### config.mk
export PLATFORM = sky130hd
export DESIGN_NAME = mf3_median
export DESIGN_NICKNAME = d
export VERILOG_FILES = /design/src/rtl/core/mf3_pkg.sv /design/src/rtl/core/mf3_median.sv
export SDC_FILE = /design/constraint.sdc
export NUM_CORES = 1
export LEC_CHECK = 0
export ABC_AREA = 1
export BUFFER_PORTS_ARGS = -buffer_cell sky130_fd_sc_hd__buf_2
export CAP_MARGIN = 20
export CORE_ASPECT_RATIO = 0.8
export CORE_MARGIN = 2
export CORE_UTILIZATION = 40
export CTS_CLUSTER_DIAMETER = 80
export DETAILED_ROUTE_END_ITERATION = 10
export PLACE_DENSITY = 0.6
export SLEW_MARGIN = 20
export SYNTH_ARGS = -nofsm -noshare
export SYNTH_HDL_FRONTEND = slang
export SYNTH_SLANG_ARGS = --single-unit
### constraint.sdc
create_clock -name clock -period 12.65 [get_ports clock]
set_input_delay 1.265 -clock clock [delete_from_list [all_inputs] [get_ports clock]]
set_output_delay 1.265 -clock clock [all_outputs]
set_load 0.1 [all_outputs]
### src/rtl/core/mf3_pkg.sv
// Shared types and helpers for the 3x3 median filter.
// Pixel, window and transaction types, and the compare-exchange functions.
// No dependencies.
`timescale 1ns / 1ps

package mf3_pkg;

   typedef logic [7:0] pixel_type;

   // Window indexed [row][column]; row 0 is the oldest line, column 2 the newest pixel.
   typedef pixel_type [2:0][2:0] window_type;

   typedef struct packed {
      logic      req_type;
      pixel_type in_pixel;
   } req_item_type;

   typedef struct packed {
      pixel_type out_pixel;
      logic      frame_last;
   } rsp_item_type;

   typedef struct packed {
      logic valid;
      logic last;
   } tag_type;

   typedef struct packed {
      pixel_type lo;
      pixel_type mid;
      pixel_type hi;
   } trio_type;

   localparam logic REG_FRAME_WIDTH  = 1'b0;
   localparam logic REG_FRAME_HEIGHT = 1'b1;

   localparam logic [11:0] FRAME_WIDTH_RESET  = 12'd640;
   localparam logic [11:0] FRAME_HEIGHT_RESET = 12'd480;
   localparam logic [11:0] MIN_WIDTH          = 12'd3;
   localparam logic       REQ_FLUSH           = 1'b1;

   function automatic trio_type sort3(input pixel_type a, input pixel_type b,
                                      input pixel_type c);
      pixel_type lo_ab;
      pixel_type hi_ab;
      trio_type  res;
      lo_ab   = (a < b) ? a : b;
      hi_ab   = (a < b) ? b : a;
      res.lo  = (lo_ab < c) ? lo_ab : c;
      res.hi  = (hi_ab > c) ? hi_ab : c;
      res.mid = (lo_ab > ((hi_ab < c) ? hi_ab : c)) ? lo_ab : ((hi_ab < c) ? hi_ab : c);
      return res;
   endfunction

endpackage

### src/rtl/core/mf3_median.sv
// Two-stage median-of-nine network: sort the columns, then combine the column
// extremes and middles. Depends on mf3_pkg.
`timescale 1ns / 1ps

module mf3_median
   import mf3_pkg::*;
(
   input  logic       clock,
   input  logic       reset,
   input  logic       enable,
   input  tag_type    in_tag,
   input  window_type in_win,
   output tag_type    out_tag,
   output pixel_type  out_pixel
);

   trio_type [2:0] col_in;
   trio_type [2:0] col_ff;
   tag_type        tag_a_ff;
   trio_type       comb_in;
   trio_type       comb_ff;
   tag_type        tag_b_ff;
   trio_type       final_sort;

   always_comb begin
      for (int c = 0; c < 3; c++) begin
         col_in[c] = sort3(in_win[0][c], in_win[1][c], in_win[2][c]);
      end
   end

   // The median of nine is the median of the largest column minimum, the middle
   // of the column middles and the smallest column maximum.
   always_comb begin
      trio_type s_lo;
      trio_type s_mid;
      trio_type s_hi;
      s_lo        = sort3(col_ff[0].lo, col_ff[1].lo, col_ff[2].lo);
      s_mid       = sort3(col_ff[0].mid, col_ff[1].mid, col_ff[2].mid);
      s_hi        = sort3(col_ff[0].hi, col_ff[1].hi, col_ff[2].hi);
      comb_in.lo  = s_lo.hi;
      comb_in.mid = s_mid.mid;
      comb_in.hi  = s_hi.lo;
   end

   always_ff @(posedge clock) begin
      if (reset) begin
         tag_a_ff <= '0;
         tag_b_ff <= '0;
      end else if (enable) begin
         tag_a_ff <= in_tag;
         tag_b_ff <= tag_a_ff;
      end
   end

   always_ff @(posedge clock) begin
      if (enable) begin
         col_ff  <= col_in;
         comb_ff <= comb_in;
      end
   end

   assign final_sort = sort3(comb_ff.lo, comb_ff.mid, comb_ff.hi);
   assign out_pixel  = final_sort.mid;
   assign out_tag    = tag_b_ff;

endmodule

After elaboration in Yosys (flattened, before gate mapping)
Cells that the tools add are included.
Widths: inputs -> output; s select.
Word-level totals
  flip-flop bits (word level): 100
  input port bits: 77
  output and inout bits: 10
  word-level logic and storage cells: 71
Cells by class
  $lt $le $gt $ge: 25
  muxes and demuxes: 30
Operators by type and width (count)
  $mux 8: 30
  $lt 8x8->1: 16
  $gt 8x8->1: 9

Depth between registers and ports, before layout
  word-level depth: 6
  mapped depth: 30
  depth with buffers taken out: 29

Worst setup path before layout
No wires, ideal clock.
  path type: flip-flop to output port
  start: register comb_ff[23] (netlist bit)
  end: output port out_pixel[0]
  arrival: 4.520 ns
  required time: 11.385 ns
  slack: 6.865 ns
  stages on the path, launching flop included: 24
  path buffers: 1
  path through: edfxtp_1 ha_1 a21oi_1 o21a_1 nand2_2 buf_4 o21ai_0 ha_1 a21oi_1 nor2_1 a211oi_2 nand2_4 nand2_2 nand2_1 ha_1 inv_1 nor2_1 nor2_1 o21ai_1 nand3_1 a21oi_2 inv_2 or2_2 nand2_1
Between the ends
  longest elaborated chain between the ends: 6
  elaborated cells on any way between the ends: 7
  classes of those cells: order compare: 3; mux: 4
RTL lines
  start: declaration: RTL line mf3_median.sv:21  | trio_type comb_ff;
  start signal: assignment: RTL line mf3_median.sv:58  | comb_ff <= comb_in;
  $lt 8x8->1: RTL line mf3_pkg.sv:47, mf3_pkg.sv:48
  $mux 8: RTL line mf3_pkg.sv:48  | hi_ab = (a < b) ? b : a;
  $lt 8x8->1: RTL line mf3_pkg.sv:51  | res.mid = (lo_ab > ((hi_ab < c) ? hi_ab : c)) ? lo_ab : ((hi_ab < c) ? hi_ab : c);
  $mux 8: RTL line mf3_pkg.sv:51
  $gt 8x8->1: RTL line mf3_pkg.sv:51
  $mux 8 *: RTL line mf3_pkg.sv:51
  end: declaration: RTL line mf3_median.sv:14  | output pixel_type out_pixel
Every way passes the cells marked *; elsewhere a longest branch is shown, timed or not.

Final worst setup path
  start: register comb_ff[21] (netlist bit)
  end: output port out_pixel[0]
The elaborated chain is that of the path after synthesis.

==> impl_metrics.toml <==
[outcome]
status = "completed"

[synthesis]
synth_area_um2 = 10200
yosysMostFrequentCell = "nand2_1"
syn_nets = 1560
synth_top_cell_area_share = 0.283
syn_avg_cell_area_um2 = 7.73
async_reset_ff_frac = 0
synthTopCellsByCount = "358 x nand2_1, 163 x ha_1, 161 x inv_1, 96 x edfxtp_1, 91 x a21oi_1"
ys_seq_area_frac = 0.290
synth_top_area_cell = "edfxtp_1"
synthCells = 1320
synth_flop_cell = "edfxtp_1"
synth-edff-count = 96
ys_warn_count = 0
yosys-top-cells-area = "edfxtp_1 28%, ha_1 20%, nand2_1 13%, inv_1 5.9%, a21oi_1 4.5%"
synth_cell_types = 42
ys_ff_latch = 100

[timing]
drv_slew = 0
fin_crit_sh = 0.540
fin_setup_tns_ns = 0
rsz0062_at_grt = "false"
tightest_slew_ns = 1.00
relSlewSlack = 0.332
period_minus_slack_ns = 6.83
finalSetupViolations = 0
clock_skew_ns = 0.00788
fmax_ghz = 0.146
finalHoldViolations = 0

[floorplanning]
pin_count = 87
fp.dieW_um = 183
rows = 52
core_um2 = 25200
die_area_um2 = 26800
die_h_um = 147
initial_utilization = 0.405

[job]
maxCapViolCount = 0

[global_route]
grt_max_degree = 59
grt_pass1_vias = 8204
grtUsageTotal = 0.196
gr-total-overflow = 0
grt_pass1_wl_um = 41700
antenna_found_initial = 0

[final_layout]
area_delta_synth_final_pct = 9.21
stdcell_count = 1720
nNetsFinal = 1631
nFillCells = 2557
final_util = 0.442
diodes = 0
drive_gt1_frac = 0.155

[worst_setup_path]
critical_path_arrival_ns = 5.57
r2r-start = "col_ff[39]"
critPathLaunchType = "flop"
crit_fanout = 31
reg2reg_depth = 21
critPathLaunch = "comb_ff[21]"
critical_path_class = "flop to output pin"
critPathCaptureType = "output pin"
cp.required_ns = 11.39

[place]
port_buffers = 86
dp_hpwl_um = 21200
gp_congestion = 0.934
placed_cells = 1704

[clock_tree]
cts_tree = "built"
clk_pin_slew_worst_paths_ns = 0.07
cts.sink_count = 100
cts_max_path_buffers = 2
clkLatencyLatePin_ns = 0.36
h-tree-depth = 3
cts_buffers = 9
post_cts_buffers = 0
cts_hold_buf = 0
cts_resized = 0
clockRootBuffer = "clkbuf_16"

[worst_hold_path]
hold_path.class = "flop to flop"
hold_depth = 2
hp-start = "tag_a_ff[1]"

[detailed_routing]
drc = 0
firstDrtPassIters = 5
vias_per_cell = 5.12
ant_nets = 0
wl_per_cell_um = 14.8
drt-initial-drc-count = 645
vias = 8804
routed_wl_um = 25400
[final timing paths]
check	to	slack, ns
max	out_pixel[0]	5.82
min	tag_a_ff[1]	0.46
max reg2reg	comb_ff[8]	7.80
min reg2reg	tag_a_ff[1]	0.46
[flip-flops by register name, summed over array words and instances (netlist names)]
register,count
col_ff,72
comb_ff,24
out_tag,2
tag_a_ff,2
[worst max-delay path: stages, from the launching register on]
cell and delay (ns):
edfxtp_1 0.42, ha_1 0.32, a21oi_1 0.15, o21a_1 0.17, nand2_2 0.28, o21ai_0 0.36, ha_1 0.33, nand2_1 0.08
nor2_1 0.05, a211oi_2 0.60, nand2_4 0.22, nand2_2 0.11, nand2_1 0.05, ha_1 0.29, inv_1 0.04, nor2_1 0.08
nor2_1 0.05, o21ai_1 0.13, nand3_1 0.10, a21oi_2 0.37, inv_2 0.17, or2_2 0.32, nand2_1 0.08, buf_2 0.43
[stage by stage]
stage	worst slack (ns)	instance area, um^2	hold slack, ns
final	5.82	11100	0.461
after global routing	5.30	11100	0.496
after CTS	5.85	11100	0.462
after detailed placement	6.24	10800	0.450
after global placement	6.28	10800	0.447
after floorplan	6.87	10200	0.430
[cell type report]
class / instances / area [um^2] / share of cell area
Multi-Input combinational cell: 1028 / 6410 / 0.576
Sequential cell: 100 / 2960 / 0.266
Inverter: 165 / 619 / 0.0556
Timing Repair Buffer: 87 / 440 / 0.0395
Tap cell: 324 / 405 / 0.0364
Clock buffer: 9 / 225 / 0.0202
Clock inverter: 7 / 75.1 / 0.00674
[cells by family (layout without fill, tap and decap cells)]
group / Yosys count / after routing / share of synthesized area
fa+ha+maj: 163 / 163 / 0.200
simple gates: 587 / 587 / 0.248
compound gates: 278 / 278 / 0.181
flops: 100 / 100 / 0.290
buf+inv: 192 / 268 / 0.0810
[cell usage in the layout, fill, tap and decap left out, drive strengths merged]
| master | n |
|---|---|
| o21a | 5 |
| a21oi | 114 |
| inv | 167 |
| edfxtp | 96 |
| a21boi | 1 |
| clkbuf | 9 |
| nand2 | 401 |
| and3 | 1 |
| o21ai | 132 |
| nor2 | 90 |
| dfxtp | 4 |
| nand4 | 1 |
| buf | 87 |
| o221ai | 3 |
| o211ai | 3 |
| ha | 163 |
| a32oi | 1 |
| a211oi | 15 |
| nor4 | 2 |
| nor3 | 1 |
| bufinv | 1 |
| nand3 | 85 |
| or2 | 2 |
| clkinvlp | 1 |
| clkinv | 3 |
| o31ai | 4 |
| and2 | 4 |
[routing by layer]
metal | vias up | track usage | part of all wire
met5 | - | 0 | 0
met4 | 0 | 0.0335 | 0.0088
met3 | 18 | 0.0330 | 0.056
met2 | 188 | 0.302 | 0.42
met1 | 3997 | 0.290 | 0.51
li1 | 4601 | - | -
Power is left out: the tool's default activity adds up to more than one toggle a clock period on the data nets, which glitch-free logic cannot reach.
